### src/design/lfucl_pkg.sv
`default_nettype none

package lfucl_pkg;

    // Field widths of one transfer on each channel.
    localparam int unsigned KEY_W = 32;
    localparam int unsigned VAL_W = 32;
    localparam int unsigned USE_W = 32;
    localparam int unsigned CAP_W = 5;

    // Capacity after reset.
    localparam logic [CAP_W-1:0] CAP_RESET = 5'd16;

    // Use counts stop at all ones.
    localparam logic [USE_W-1:0] USE_MAX = '1;

    // Access codes carried in the action field.
    localparam logic ACT_GET = 1'b0;
    localparam logic ACT_PUT = 1'b1;

    typedef struct packed {
        logic             action;
        logic [KEY_W-1:0] lookup_key;
        logic [VAL_W-1:0] write_value;
    } req_item_t;

    typedef struct packed {
        logic             hit;
        logic [VAL_W-1:0] read_value;
    } rsp_item_t;

    // Engine sequencer states.
    typedef enum logic [1:0] {
        ST_IDLE,
        ST_LOOKUP,
        ST_RESULT,
        ST_SWEEP
    } state_t;

endpackage

`default_nettype wire

### src/design/lfucl_store.sv
`default_nettype none

module lfucl_store #(
    parameter int unsigned DEPTH  = 16,
    parameter int unsigned DATA_W = 8,
    localparam int unsigned ADDR_W = (DEPTH > 1) ? $clog2(DEPTH) : 1
) (
    input  wire logic              clk,
    input  wire logic              rd_en,
    input  wire logic [ADDR_W-1:0] rd_addr,
    output logic      [DATA_W-1:0] rd_data,
    input  wire logic              wr_en,
    input  wire logic [ADDR_W-1:0] wr_addr,
    input  wire logic [DATA_W-1:0] wr_data
);

    logic [DATA_W-1:0] mem [DEPTH];
    logic [DATA_W-1:0] rd_data_reg;

    // One write port.
    always_ff @(posedge clk)
    begin
        if (wr_en)
        begin
            mem[wr_addr] <= wr_data;
        end
    end

    // One read port with registered data.
    always_ff @(posedge clk)
    begin
        if (rd_en)
        begin
            rd_data_reg <= mem[rd_addr];
        end
    end

    assign rd_data = rd_data_reg;

endmodule

`default_nettype wire

### src/design/lfucl_engine.sv
`default_nettype none

module lfucl_engine #(
    parameter int unsigned ENTRIES = 16
) (
    input  wire logic                        clk,
    input  wire logic                        rst_n,
    input  wire logic                        req_valid,
    output logic                             req_ready,
    input  wire lfucl_pkg::req_item_t        req_item,
    input  wire logic [lfucl_pkg::CAP_W-1:0] cap,
    input  wire logic                        rsp_free,
    output logic                             rsp_load,
    output lfucl_pkg::rsp_item_t             rsp_item
);

    localparam int unsigned IDX_W = (ENTRIES > 1) ? $clog2(ENTRIES) : 1;
    localparam int unsigned CNT_W = $clog2(ENTRIES + 1);
    localparam int unsigned CMP_W = (CNT_W > lfucl_pkg::CAP_W) ? CNT_W : lfucl_pkg::CAP_W;
    localparam logic [CNT_W-1:0] END_CNT  = CNT_W'(ENTRIES);
    localparam logic [IDX_W-1:0] LAST_IDX = IDX_W'(ENTRIES - 1);
    localparam logic [CMP_W-1:0] ENT_CMP  = CMP_W'(ENTRIES);

    // One stored entry; recency is its rank among the valid entries.
    typedef struct packed {
        logic [lfucl_pkg::KEY_W-1:0] key;
        logic [lfucl_pkg::VAL_W-1:0] value;
        logic [lfucl_pkg::USE_W-1:0] uses;
        logic [IDX_W-1:0]            rec;
    } entry_t;

    localparam int unsigned ENTRY_W = $bits(entry_t);

    lfucl_pkg::state_t    state_reg, state_next;
    lfucl_pkg::req_item_t item_reg, item_next;

    logic [CNT_W-1:0]   cnt_reg, cnt_next;
    logic               rd_vld_reg, rd_vld_next;
    logic [IDX_W-1:0]   rd_idx_reg, rd_idx_next;
    logic [ENTRIES-1:0] valid_reg, valid_next;
    logic [CNT_W-1:0]   occ_reg, occ_next;

    // Results of the lookup pass.
    logic                        hit_reg, hit_next;
    logic [IDX_W-1:0]            slot_reg, slot_next;
    logic [lfucl_pkg::VAL_W-1:0] hval_reg, hval_next;
    logic [lfucl_pkg::USE_W-1:0] huses_reg, huses_next;
    logic [IDX_W-1:0]            hrec_reg, hrec_next;
    logic                        vfound_reg, vfound_next;
    logic [IDX_W-1:0]            vslot_reg, vslot_next;
    logic [lfucl_pkg::USE_W-1:0] vuses_reg, vuses_next;
    logic [IDX_W-1:0]            vrec_reg, vrec_next;
    logic                        ffound_reg, ffound_next;
    logic [IDX_W-1:0]            fslot_reg, fslot_next;

    // Plan for the update sweep.
    logic [IDX_W-1:0] tgt_reg, tgt_next;
    entry_t           wrec_reg, wrec_next;
    logic             gap_en_reg, gap_en_next;
    logic [IDX_W-1:0] gap_r_reg, gap_r_next;

    // Memory port signals.
    logic               rd_en;
    logic [IDX_W-1:0]   rd_addr;
    logic [ENTRY_W-1:0] rd_data;
    logic               wr_en;
    logic [IDX_W-1:0]   wr_addr;
    entry_t             wr_entry;
    entry_t             cur;

    logic scanning;
    logic last_data;
    logic cur_valid;

    // Decision signals, meaningful in the result state.
    logic                        is_put;
    logic                        cap_zero;
    logic [CMP_W-1:0]            cap_ext;
    logic [CMP_W-1:0]            cap_eff;
    logic                        full;
    logic                        do_bump;
    logic                        do_insert;
    logic                        do_evict;
    logic                        do_write;
    logic [IDX_W-1:0]            ins_slot;
    logic [CNT_W-1:0]            occ_after;
    logic [lfucl_pkg::USE_W-1:0] uses_inc;

    lfucl_store #(
        .DEPTH  (ENTRIES),
        .DATA_W (ENTRY_W)
    ) u_store (
        .clk     (clk),
        .rd_en   (rd_en),
        .rd_addr (rd_addr),
        .rd_data (rd_data),
        .wr_en   (wr_en),
        .wr_addr (wr_addr),
        .wr_data (wr_entry)
    );

    assign cur       = entry_t'(rd_data);
    assign scanning  = (state_reg == lfucl_pkg::ST_LOOKUP) || (state_reg == lfucl_pkg::ST_SWEEP);
    assign last_data = rd_vld_reg && (rd_idx_reg == LAST_IDX);
    assign cur_valid = valid_reg[rd_idx_reg];
    assign rd_addr   = cnt_reg[IDX_W-1:0];

    // Decide what the access does once the lookup pass is complete.
    always_comb
    begin
        is_put    = (item_reg.action == lfucl_pkg::ACT_PUT);
        cap_zero  = (cap == '0);
        cap_ext   = CMP_W'(cap);
        cap_eff   = (cap_ext > ENT_CMP) ? ENT_CMP : cap_ext;
        full      = (CMP_W'(occ_reg) >= cap_eff);
        do_bump   = hit_reg && (!is_put || !cap_zero);
        do_insert = !hit_reg && is_put && !cap_zero;
        do_evict  = do_insert && full && vfound_reg;
        do_write  = do_bump || do_insert;
        // After an eviction the lowest free slot is the victim or an earlier hole.
        if (do_evict && (!ffound_reg || (vslot_reg < fslot_reg)))
        begin
            ins_slot = vslot_reg;
        end
        else
        begin
            ins_slot = fslot_reg;
        end
        occ_after = occ_reg - CNT_W'(do_evict);
        uses_inc  = (huses_reg == lfucl_pkg::USE_MAX) ? huses_reg : huses_reg + 1'b1;
    end

    // Next state.
    always_comb
    begin
        state_next = state_reg;
        unique case (state_reg)
            lfucl_pkg::ST_IDLE:
            begin
                if (req_valid)
                begin
                    state_next = lfucl_pkg::ST_LOOKUP;
                end
            end
            lfucl_pkg::ST_LOOKUP:
            begin
                if (last_data)
                begin
                    state_next = lfucl_pkg::ST_RESULT;
                end
            end
            lfucl_pkg::ST_RESULT:
            begin
                if (rsp_free)
                begin
                    state_next = do_write ? lfucl_pkg::ST_SWEEP : lfucl_pkg::ST_IDLE;
                end
            end
            lfucl_pkg::ST_SWEEP:
            begin
                if (last_data)
                begin
                    state_next = lfucl_pkg::ST_IDLE;
                end
            end
            default:
            begin
                state_next = lfucl_pkg::ST_IDLE;
            end
        endcase
    end

    // State outputs.
    always_comb
    begin
        req_ready = 1'b0;
        rsp_load  = 1'b0;
        rd_en     = 1'b0;
        unique case (state_reg)
            lfucl_pkg::ST_IDLE:
            begin
                req_ready = 1'b1;
            end
            lfucl_pkg::ST_LOOKUP,
            lfucl_pkg::ST_SWEEP:
            begin
                rd_en = (cnt_reg != END_CNT);
            end
            lfucl_pkg::ST_RESULT:
            begin
                rsp_load = rsp_free;
            end
            default:
            begin
                req_ready = 1'b0;
            end
        endcase
    end

    // Result of the access; a put never returns a value.
    always_comb
    begin
        rsp_item.hit        = hit_reg;
        rsp_item.read_value = (hit_reg && !is_put) ? hval_reg : '0;
    end

    // Sweep write-back: the target entry gets its new contents and, when a gap
    // is set, every valid entry ranked above the gap moves down by one.
    always_comb
    begin
        wr_addr  = rd_idx_reg;
        wr_en    = 1'b0;
        wr_entry = cur;
        if ((state_reg == lfucl_pkg::ST_SWEEP) && rd_vld_reg)
        begin
            if (rd_idx_reg == tgt_reg)
            begin
                wr_en    = 1'b1;
                wr_entry = wrec_reg;
            end
            else if (gap_en_reg && cur_valid && (cur.rec > gap_r_reg))
            begin
                wr_en        = 1'b1;
                wr_entry.rec = cur.rec - 1'b1;
            end
        end
    end

    // Read sequencing shared by both passes.
    always_comb
    begin
        cnt_next    = cnt_reg;
        rd_vld_next = 1'b0;
        rd_idx_next = rd_addr;
        if (scanning && (cnt_reg != END_CNT))
        begin
            cnt_next    = cnt_reg + 1'b1;
            rd_vld_next = 1'b1;
        end
        if ((state_reg == lfucl_pkg::ST_IDLE) || (state_reg == lfucl_pkg::ST_RESULT))
        begin
            cnt_next = '0;
        end
    end

    // Lookup pass: key match, eviction victim and first free slot.
    always_comb
    begin
        item_next   = item_reg;
        hit_next    = hit_reg;
        slot_next   = slot_reg;
        hval_next   = hval_reg;
        huses_next  = huses_reg;
        hrec_next   = hrec_reg;
        vfound_next = vfound_reg;
        vslot_next  = vslot_reg;
        vuses_next  = vuses_reg;
        vrec_next   = vrec_reg;
        ffound_next = ffound_reg;
        fslot_next  = fslot_reg;
        if ((state_reg == lfucl_pkg::ST_IDLE) && req_valid)
        begin
            item_next   = req_item;
            hit_next    = 1'b0;
            vfound_next = 1'b0;
            ffound_next = 1'b0;
        end
        else if ((state_reg == lfucl_pkg::ST_LOOKUP) && rd_vld_reg)
        begin
            if (cur_valid)
            begin
                if (!hit_reg && (cur.key == item_reg.lookup_key))
                begin
                    hit_next   = 1'b1;
                    slot_next  = rd_idx_reg;
                    hval_next  = cur.value;
                    huses_next = cur.uses;
                    hrec_next  = cur.rec;
                end
                if (!vfound_reg || (cur.uses < vuses_reg) ||
                    ((cur.uses == vuses_reg) && (cur.rec < vrec_reg)))
                begin
                    vfound_next = 1'b1;
                    vslot_next  = rd_idx_reg;
                    vuses_next  = cur.uses;
                    vrec_next   = cur.rec;
                end
            end
            else if (!ffound_reg)
            begin
                ffound_next = 1'b1;
                fslot_next  = rd_idx_reg;
            end
        end
    end

    // Commit the decision: valid bits, occupancy and the sweep plan.
    always_comb
    begin
        valid_next  = valid_reg;
        occ_next    = occ_reg;
        tgt_next    = tgt_reg;
        wrec_next   = wrec_reg;
        gap_en_next = gap_en_reg;
        gap_r_next  = gap_r_reg;
        if ((state_reg == lfucl_pkg::ST_RESULT) && rsp_free)
        begin
            if (do_bump)
            begin
                tgt_next       = slot_reg;
                gap_en_next    = 1'b1;
                gap_r_next     = hrec_reg;
                wrec_next.key  = item_reg.lookup_key;
                wrec_next.value = is_put ? item_reg.write_value : hval_reg;
                wrec_next.uses = uses_inc;
                wrec_next.rec  = IDX_W'(occ_reg - 1'b1);
            end
            else
            begin
                tgt_next        = ins_slot;
                gap_en_next     = do_evict;
                gap_r_next      = vrec_reg;
                wrec_next.key   = item_reg.lookup_key;
                wrec_next.value = item_reg.write_value;
                wrec_next.uses  = '0;
                wrec_next.rec   = IDX_W'(occ_after);
            end
            if (do_evict)
            begin
                valid_next[vslot_reg] = 1'b0;
            end
            if (do_insert)
            begin
                valid_next[ins_slot] = 1'b1;
                occ_next             = occ_after + 1'b1;
            end
        end
    end

    // Control registers.
    always_ff @(posedge clk or negedge rst_n)
    begin
        if (!rst_n)
        begin
            state_reg  <= lfucl_pkg::ST_IDLE;
            cnt_reg    <= '0;
            rd_vld_reg <= 1'b0;
            valid_reg  <= '0;
            occ_reg    <= '0;
        end
        else
        begin
            state_reg  <= state_next;
            cnt_reg    <= cnt_next;
            rd_vld_reg <= rd_vld_next;
            valid_reg  <= valid_next;
            occ_reg    <= occ_next;
        end
    end

    // Payload registers.
    always_ff @(posedge clk)
    begin
        item_reg    <= item_next;
        rd_idx_reg  <= rd_idx_next;
        hit_reg     <= hit_next;
        slot_reg    <= slot_next;
        hval_reg    <= hval_next;
        huses_reg   <= huses_next;
        hrec_reg    <= hrec_next;
        vfound_reg  <= vfound_next;
        vslot_reg   <= vslot_next;
        vuses_reg   <= vuses_next;
        vrec_reg    <= vrec_next;
        ffound_reg  <= ffound_next;
        fslot_reg   <= fslot_next;
        tgt_reg     <= tgt_next;
        wrec_reg    <= wrec_next;
        gap_en_reg  <= gap_en_next;
        gap_r_reg   <= gap_r_next;
    end

    // The occupancy count always agrees with the valid bits.
    a_occ_matches_valid: assert property (@(posedge clk) disable iff (!rst_n)
        $countones(valid_reg) == occ_reg)
        else $error("occupancy does not match valid bits");

    // The store is only written during the update sweep.
    a_write_in_sweep: assert property (@(posedge clk) disable iff (!rst_n)
        wr_en |-> (state_reg == lfucl_pkg::ST_SWEEP))
        else $error("store written outside the sweep");

    // A read and a write never address the same entry in one cycle.
    a_no_rw_overlap: assert property (@(posedge clk) disable iff (!rst_n)
        (rd_en && wr_en) |-> (rd_addr != wr_addr))
        else $error("read and write collide on one entry");

    // The last lookup read leads straight to the result state.
    a_lookup_to_result: assert property (@(posedge clk) disable iff (!rst_n)
        ((state_reg == lfucl_pkg::ST_LOOKUP) && last_data) |=>
            (state_reg == lfucl_pkg::ST_RESULT))
        else $error("lookup pass did not end in the result state");

endmodule

`default_nettype wire

### src/design/lfu_cache_lru_tiebreak_top.sv
// LFU cache with LRU tie-break over an ENTRIES-deep single-port-read entry RAM.
// One access at a time: a lookup pass reads every entry on the one read port, the
// result loads the output register once free, then a get miss or a put ignored
// for zero capacity returns to idle and every other access runs an update sweep.
// Reset: all entries invalid, occupancy zero, capacity 16, no result pending.
`default_nettype none

module lfu_cache_lru_tiebreak_top #(
    parameter int unsigned ENTRIES = 16
) (
    input  wire logic                        clk,
    input  wire logic                        rst_n,
    input  wire logic                        req_valid,
    output logic                             req_ready,
    input  wire lfucl_pkg::req_item_t        req_item,
    output logic                             rsp_valid,
    input  wire logic                        rsp_ready,
    output lfucl_pkg::rsp_item_t             rsp_item,
    input  wire logic                        cfg_wr_en,
    input  wire logic [lfucl_pkg::CAP_W-1:0] cfg_wr_data
);

    logic [lfucl_pkg::CAP_W-1:0] cap_reg, cap_next;
    logic                        rsp_valid_reg, rsp_valid_next;
    lfucl_pkg::rsp_item_t        rsp_item_reg, rsp_item_next;

    logic                 rsp_free;
    logic                 rsp_load;
    lfucl_pkg::rsp_item_t eng_item;

    lfucl_engine #(
        .ENTRIES (ENTRIES)
    ) u_engine (
        .clk       (clk),
        .rst_n     (rst_n),
        .req_valid (req_valid),
        .req_ready (req_ready),
        .req_item  (req_item),
        .cap       (cap_reg),
        .rsp_free  (rsp_free),
        .rsp_load  (rsp_load),
        .rsp_item  (eng_item)
    );

    // The output register is free when empty or when its transfer completes.
    assign rsp_free = !rsp_valid_reg || rsp_ready;

    always_comb
    begin
        cap_next       = cfg_wr_en ? cfg_wr_data : cap_reg;
        rsp_valid_next = rsp_valid_reg;
        rsp_item_next  = rsp_item_reg;
        if (rsp_load)
        begin
            rsp_valid_next = 1'b1;
            rsp_item_next  = eng_item;
        end
        else if (rsp_ready)
        begin
            rsp_valid_next = 1'b0;
        end
    end

    always_ff @(posedge clk or negedge rst_n)
    begin
        if (!rst_n)
        begin
            cap_reg       <= lfucl_pkg::CAP_RESET;
            rsp_valid_reg <= 1'b0;
        end
        else
        begin
            cap_reg       <= cap_next;
            rsp_valid_reg <= rsp_valid_next;
        end
    end

    always_ff @(posedge clk)
    begin
        rsp_item_reg <= rsp_item_next;
    end

    assign rsp_valid = rsp_valid_reg;
    assign rsp_item  = rsp_item_reg;

endmodule

`default_nettype wire
### config.mk
export PLATFORM = sky130hd
export DESIGN_NAME = lfu_cache_lru_tiebreak_top
export DESIGN_NICKNAME = d
export VERILOG_FILES = /design/src/design/lfucl_pkg.sv /design/src/design/lfucl_store.sv /design/src/design/lfucl_engine.sv /design/src/design/lfu_cache_lru_tiebreak_top.sv
export SDC_FILE = /design/constraint.sdc
export NUM_CORES = 2
export LEC_CHECK = 0
export BUFFER_PORTS_ARGS = -buffer_cell sky130_fd_sc_hd__buf_2
export CORE_ASPECT_RATIO = 1.5
export CORE_MARGIN = 3
export CORE_UTILIZATION = 62
export DETAILED_ROUTE_END_ITERATION = 8
export MAX_ROUTING_LAYER = met4
export PLACE_DENSITY = 0.87
export SLEW_MARGIN = 10
export SYNTH_ARGS = -nofsm -noshare
export SYNTH_HDL_FRONTEND = slang
export SYNTH_SLANG_ARGS = --single-unit
### constraint.sdc
create_clock -name clk -period 16.3 [get_ports clk]
set_input_delay 0.815 -clock clk [delete_from_list [all_inputs] [get_ports clk]]
set_output_delay 0.815 -clock clk [all_outputs]
set_load 0.02 [all_outputs]
After elaboration in Yosys (flattened, before gate mapping)
Memory sizes are Yosys's and may differ from the RTL's. A register that Yosys moved wholly into a read port is not among the register bits. Cells that the tools add are included.

Bitwise logic cells: 6. Reductions and logical operators: 46. Equal/unequal tests: 13. Muxes and demuxes: 39. Add/subtract/negate cells: 6. $lt $le $gt $ge: 11.

Operators with widths (number): 100-bit two-way mux (1); 96-bit two-way mux (1); 68-bit two-way mux (1); 32-bit equality test (2); 32-bit two-way mux (2); 16-bit two-way mux (3); 32-bit by 1-bit adder with 32-bit output, second input constant (1); 32-bit equality test, second input constant (1); 32-bit < comparator (1); 4-bit two-way mux (5); 1-bit logical AND (19); 16-bit bitwise AND (1); 16-bit inverter (1); 16-bit OR (1); 4-bit AND reduction (4); 4-bit by 5-bit < comparator with 1-bit output, second input constant (3); 5-bit two-way mux (3); 1-bit two-way mux (14); 5-bit by 1-bit adder with 5-bit output, second input constant (2); 2-bit two-way mux (5); 1-bit demux with 4-bit select (2); 4-bit by 1-bit >= comparator with 1-bit output, second input constant (2); 1-bit logical OR (8); 4-bit < comparator (2); other kinds (22) (36).

Input bits: 75. Output and inout bits: 35. Bits in writable memories: 1600. Memories kept: 1. Word-level logic and storage cells: 153. Register bits: 365.

Memories: u_engine.u_store.mem (words 16, width 100, read ports 1, clocked after memory_dff 1, wr ports 1, RTL line lfucl_store.sv:17) `logic [DATA_W-1:0] mem [DEPTH];`.

Longest topological paths before layout
Depth after elaboration: 13. Mapped depth: 17. Mapped depth without buffers: 16.

Cells and area by module
Synthesis repeated with hierarchy kept, for this count alone.

Cell total of the unflattened synthesis: 3708. Area, all modules: 79083.3 sq um.

By module, submodules not included: lfucl_store (times used 1, area each 62779.0 sq um, cells an instance 2560, seq. area each 51049.0 sq um); lfucl_engine (times used 1, area each 15093.2 sq um, cells an instance 1102, seq. area each 9574.2 sq um); lfu_cache_lru_tiebreak_top (times used 1, area each 1211.2 sq um, cells an instance 46, seq. area each 1142.3 sq um).

Worst setup path after synthesis
No wires, ideal clock.

Path kind: reg-to-reg. Start: register u_engine.u_store.rd_data_reg[2], in the netlist u_engine.u_store.rd_data[2] (read register of u_engine.u_store.mem). End: memory u_engine.u_store.mem[0][0] (netlist bit) (enable). Clock period less this slack: 11.880 ns. Arrival: 11.076 ns. Path buffers: 0. Library setup time: 0.804 ns. Cell stages (with the launch flop): 8. Setup slack: 4.420 ns. Required time: 15.496 ns. Cells stage by stage: edfxtp_1 > ha_1 > a21oi_1 > nor2b_1 > o311a_1 > a21boi_2 > o21ai_1 > nor4_1.

Cells in the longest elaborated chain, start to end: 7.

RTL lines: start: declaration (RTL line lfucl_store.sv:18) `logic [DATA_W-1:0] rd_data_reg;`; 4-bit > comparator (RTL line lfucl_engine.sv:221) `else if (gap_en_reg && cur_valid && (cur.rec > gap_r_reg))`; 1-bit logical AND (RTL line lfucl_engine.sv:221); 1-bit two-way mux (RTL line lfucl_engine.sv:221); 1-bit two-way mux (RTL line lfucl_engine.sv:216) `if (rd_idx_reg == tgt_reg)`; 1-bit two-way mux (RTL line lfucl_engine.sv:214) `if ((state_reg == lfucl_pkg::ST_SWEEP) && rd_vld_reg)`; 1-bit two-way mux (RTL line lfucl_store.sv:23) `if (wr_en)`; 1-bit two-way mux (not written as such) (RTL line lfucl_store.sv:25) `mem[wr_addr] <= wr_data;`; end: declaration (RTL line lfucl_store.sv:17).

No other way between the ends.

Final worst setup path
Start: register u_engine.rd_idx_reg[1]. End: memory u_engine.u_store.mem[9][50] (netlist bit) (enable).

Cells in the longest elaborated chain, start to end: 9. Elaborated cells between the ends (all ways): 10. Classes of those cells: eq/ne (1); mux (7); reduce/logical (2).

RTL lines: start: declaration (RTL line lfucl_engine.sv:39) `logic [IDX_W-1:0] rd_idx_reg, rd_idx_next;`; start signal: assignment (RTL line lfucl_engine.sv:365) `rd_idx_reg <= rd_idx_next;`; 1-bit binary-select mux with 4-bit select (RTL line lfucl_engine.sv:105) `assign cur_valid = valid_reg[rd_idx_reg];`; 1-bit two-way mux (not written as such) (RTL line lfucl_engine.sv:105); 1-bit logical AND (2 in a row) (RTL line lfucl_engine.sv:221); 1-bit two-way mux (RTL line lfucl_engine.sv:221); 1-bit two-way mux (RTL line lfucl_engine.sv:216); 1-bit two-way mux (RTL line lfucl_engine.sv:214); 1-bit two-way mux (RTL line lfucl_store.sv:23); 1-bit two-way mux (not written as such) (RTL line lfucl_store.sv:25).

Several ways; a longest one is shown, not always the timed one. The select of a mux whose other input is x is not followed.

==> impl_metrics.prom <==
# TYPE chip_impl_metric gauge
chip_impl_info{name="outcome",value="complete, but fails checks"} 1
chip_impl_info{name="violations",value="DRC"} 1
chip_impl_metric{name="final_period_minus_worst_setup_slack",unit="ns"} 5.60
chip_impl_info{name="crit_start",value="u_engine.rd_idx_reg[1]"} 1
chip_impl_metric{name="dieHeight",unit="um"} 444
chip_impl_metric{name="synth.yosys.seq_area_share",unit="%"} 77.8
chip_impl_info{name="rsz0062_at_grt",value="no"} 1
chip_impl_metric{name="finalClockSkew",unit="ns"} 0.0317
chip_impl_info{name="endpoint",value="u_engine.u_store.mem[9][50]"} 1
chip_impl_metric{name="timing.final.max_slew_violations",unit=""} 0
chip_impl_metric{name="remaining_design_rule_violation_count",unit=""} 1
chip_impl_metric{name="ir_worst_vdd",unit="mV"} 0.192
chip_impl_metric{name="grt_antenna_before_repair",unit=""} 5
chip_impl_metric{name="total_leakage_power",unit="nW"} 27.9
chip_impl_metric{name="grt_usage",unit="%"} 34.0
chip_impl_info{name="layout.cells.most_common_list",value="edfxtp_1 (2023), mux4_2 (500), clkbuf_16 (180)"} 1
chip_impl_metric{name="worst-r2r-setup-slack",unit="ns"} 10.70
chip_impl_info{name="worst_setup_path_start_kind",value="flop"} 1
chip_impl_metric{name="synth-async-reset-ratio",unit="%"} 1.69
chip_impl_metric{name="postSynthRegisterBits",unit=""} 2065
chip_impl_info{name="cp_cell_sequence",value="mux2i_1 -> a22oi_1 -> nand3_1 -> a21boi_2 -> o2111ai_1 -> nor2_4 -> buf_4 -> buf_4"} 1
chip_impl_info{name="synth_top_flop_cell",value="edfxtp_1"} 1
chip_impl_info{name="root_buffer",value="clkbuf_16"} 1
chip_impl_metric{name="finalInstanceArea",unit="um^2"} 87900
chip_impl_metric{name="timing.critical_path.fanout_max",unit=""} 43
chip_impl_metric{name="drt-initial-drc-count",unit=""} 6893
chip_impl_metric{name="synth_cells",unit=""} 3504
chip_impl_metric{name="internal-power",unit="mW"} 10.9
chip_impl_metric{name="timing.final.ws_setup",unit="ns"} 10.70
chip_impl_info{name="tritoncts_clock_tree",value="done"} 1
chip_impl_metric{name="drt_wl_total",unit="um"} 215000
chip_impl_metric{name="syn_area_per_cell",unit="um^2"} 22.7
chip_impl_metric{name="yosysWarnings",unit=""} 0
chip_impl_metric{name="slew_at_the_pin_closest_to_its_max_slew_limit",unit="ns"} 1.26
chip_impl_metric{name="post_cts.resized_instances",unit=""} 0
chip_impl_metric{name="route.vias.total",unit=""} 41041
chip_impl_metric{name="cp_data_arrival_time",unit="ns"} 6.00
chip_impl_metric{name="die_width",unit="um"} 298
chip_impl_metric{name="rows",unit=""} 160
chip_impl_info{name="critPathCaptureType",value="flop"} 1
chip_impl_metric{name="routabilityCongestion",unit=""} 0.904
chip_impl_info{name="crit_slowest_cell",value="nor2_4"} 1
chip_impl_metric{name="post-route-period-util",unit="%"} 34.4
chip_impl_metric{name="setup_violations",unit=""} 0
chip_impl_metric{name="detailed_place.area",unit="um^2"} 82200
chip_impl_metric{name="dp_slack",unit="ns"} 10.94
chip_impl_metric{name="clk_latency",unit="ns"} 0.80
chip_impl_metric{name="areaGrowthSynthToFinish",unit="%"} 10.7
chip_impl_metric{name="globalRouteOverflowTotal",unit=""} 0
chip_impl_metric{name="finalPower",unit="mW"} 15.5
chip_impl_metric{name="design.die.area",unit="um^2"} 132000
chip_impl_metric{name="clock_group_share_of_total_power",unit="%"} 28.0
chip_impl_metric{name="max_cap_violations",unit=""} 0
chip_impl_metric{name="power_switching",unit="mW"} 4.61
chip_impl_metric{name="worst_ep_required_time",unit="ns"} 16.70
chip_impl_metric{name="maxSlewHeadroom",unit="%"} 15.4
chip_impl_metric{name="layout.nets",unit=""} 3818
chip_impl_metric{name="critical_path.max_stage_delay",unit="ns"} 1.13
chip_impl_metric{name="achievable-frequency",unit="MHz"} 179
chip_impl_metric{name="mappedNetlistNets",unit=""} 3634
chip_impl_metric{name="numClockSinks",unit=""} 2065
chip_impl_info{name="critPathMostFrequentCell",value="buf_4"} 1
chip_impl_metric{name="detailedPlacementHpwl",unit="um"} 96100
chip_impl_metric{name="worst_r2r_path_depth",unit=""} 8
chip_impl_info{name="reg2reg_to",value="u_engine.u_store.mem[9][50]"} 1
chip_impl_metric{name="worstPathBufferInverterCount",unit=""} 2
chip_impl_metric{name="grt_pass1_wl",unit="um"} 310000
chip_impl_metric{name="initial_core_util",unit="%"} 62.6
chip_impl_metric{name="first_global_vias",unit=""} 42052
chip_impl_metric{name="vias_per_cell",unit=""} 7.41
chip_impl_metric{name="drt_pass1_iterations",unit=""} 9
chip_impl_metric{name="tns",unit="ns"} 0
chip_impl_metric{name="postCtsHoldBufs",unit=""} 0
chip_impl_metric{name="placeableCoreArea",unit="um^2"} 127000
chip_impl_metric{name="ioPinCount",unit=""} 110
chip_impl_metric{name="grt_start_max_net_pins",unit=""} 159
chip_impl_metric{name="timing_hold_violations_final",unit=""} 0
chip_impl_metric{name="average_wire_per_standard_cell",unit="um"} 38.9
chip_impl_info{name="worst_hold_path_type",value="input port to asynchronous set/reset pin"} 1
chip_impl_metric{name="ant_nets",unit=""} 0
chip_impl_metric{name="post-cts-setup-buffers",unit=""} 0
chip_impl_metric{name="cts-htree-levels",unit=""} 4
chip_impl_metric{name="synth.lib_cells_used.distinct",unit=""} 74
chip_impl_info{name="layout_commonest_cell",value="edfxtp_1"} 1
chip_impl_metric{name="maximum_buffer_depth_of_the_clock_tree",unit=""} 3
chip_impl_metric{name="pwr-share-comb",unit="%"} 24.3
chip_impl_metric{name="mappedNetlistArea",unit="um^2"} 79400
chip_impl_metric{name="cts_inserted_buffers",unit=""} 176
chip_impl_metric{name="largest_register_ffs",unit=""} 1600
chip_impl_info{name="path_class",value="flop to flop"} 1
chip_impl_metric{name="power_per_cell_area",unit="nW/um^2"} 176
chip_impl_metric{name="clkSlewWorstSetupHoldPaths",unit="ns"} 0.08
chip_impl_metric{name="io_buffer_count",unit=""} 109
chip_impl_metric{name="drive_gt1_share",unit="%"} 27.8
chip_impl_metric{name="p_seq_share",unit="%"} 47.6
chip_impl_info{name="r2r_start",value="u_engine.rd_idx_reg[1]"} 1
chip_impl_info{name="critical-path-top-delay-family",value="buffers and inverters"} 1
chip_impl_metric{name="power_switching_share",unit="%"} 29.7
chip_impl_metric{name="final_core_util",unit="%"} 69.3
chip_impl_metric{name="synth_edf_count",unit=""} 2023
chip_impl_metric{name="worst-path-stages",unit=""} 8
chip_impl_metric{name="fillCellCount",unit=""} 6649
[power groups by stage]
stage,Sequential (mW),Combinational [mW],Clock (mW)
2_1_floorplan,7.28,2.65,0
3_3_place_gp,7.43,3.33,0
3_5_place_dp,7.46,3.57,0
4_1_cts,7.38,3.74,4.37
5_1_grt,7.41,3.98,4.54
6_report,7.40,3.78,4.35
[Yosys cell counts, types with 4 or more instances]
| library cell | n | area share, % |
|---|---|---|
| a21o_1 | 40 | 0.38 |
| a21oi_1 | 29 | 0.18 |
| and2_1 | 37 | 0.29 |
| and3_1 | 10 | 0.079 |
| and4_1 | 9 | 0.099 |
| buf_1 | 19 | 0.090 |
| buf_2 | 49 | 0.31 |
| clkbuf_1 | 81 | 0.38 |
| dfrtp_1 | 34 | 1.1 |
| dfxtp_1 | 7 | 0.18 |
| edfxtp_1 | 2023 | 77 |
| ha_1 | 55 | 0.87 |
| inv_1 | 65 | 0.31 |
| mux2_2 | 99 | 1.4 |
| mux2i_1 | 15 | 0.19 |
| mux4_2 | 500 | 14 |
| nand2_1 | 53 | 0.25 |
| nand2b_1 | 14 | 0.11 |
| nand3_1 | 28 | 0.18 |
| nand4_1 | 27 | 0.21 |
| nor2_1 | 58 | 0.27 |
| nor2b_1 | 10 | 0.079 |
| nor3_1 | 14 | 0.088 |
| nor4_1 | 14 | 0.11 |
| nor4b_1 | 4 | 0.044 |
| o211ai_1 | 8 | 0.076 |
| o21ai_0 | 40 | 0.25 |
| o221ai_1 | 6 | 0.066 |
| o41ai_1 | 15 | 0.17 |
| or3_1 | 10 | 0.079 |
| or4_1 | 6 | 0.057 |
| xnor2_1 | 32 | 0.35 |
| xor2_1 | 32 | 0.35 |
[worst min-delay path by stage]
stage / startpoint / end / slack (ns) / cells after the start
global route: req_item[25] / u_engine.item_reg[25] / 0.14 / 1
floorplan: u_engine.cnt_reg[2] / u_engine.rd_idx_reg[2] / 0.35 / 0
detailed placement: u_engine.u_store.rd_data[67] / u_engine.hval_reg[31] / 0.45 / 0
CTS: rst_n / u_engine.valid_reg[12] / 0.13 / 1
global placement: u_engine.u_store.rd_data[41] / u_engine.hval_reg[5] / 0.43 / 0
finish: rst_n / u_engine.valid_reg[13] / 0.16 / 1
[per-stage QoR]
stage / instances / hold slack, ns
floorplan: 3504 / 0.345
global placement: 5210 / 0.433
detailed placement: 5210 / 0.449
CTS: 5529 / 0.133
global route: 5535 / 0.144
finish: 5535 / 0.155
[cell families after synthesis]
logic type,count (synthesis),synth area share (%)
XOR/XNOR,64,0.706
buffers and inverters,218,1.13
AND/OR/NAND/NOR,312,2.19
multiplexers,614,15.8
flip-flops,2065,77.8
adder cells (fa/ha/maj),55,0.867
AO/OA/AOI/OAI,176,1.55
[per-layer routing]
metal	global-route usage (%)	routed length [um]	share of wire (%)
met2	53.9	109000	51
met3	6.51	24700	11
met1	43.7	70400	33
met4	15.4	11300	5.3
met5	-	0	0
[final cells by class]
type / instances / area (um^2) / area share [%]
clock buffers: 204 / 4590 / 5.22
inverters: 65 / 246 / 0.280
clock inverters: 115 / 1160 / 1.32
well taps: 1701 / 2130 / 2.42
repair buffers: 159 / 1110 / 1.26
multi-input cells: 1221 / 16900 / 19.2
flip-flops and latches: 2065 / 61800 / 70.3
diodes: 5 / 12.5 / 0.0142
Power figures use the tool's default switching activity.
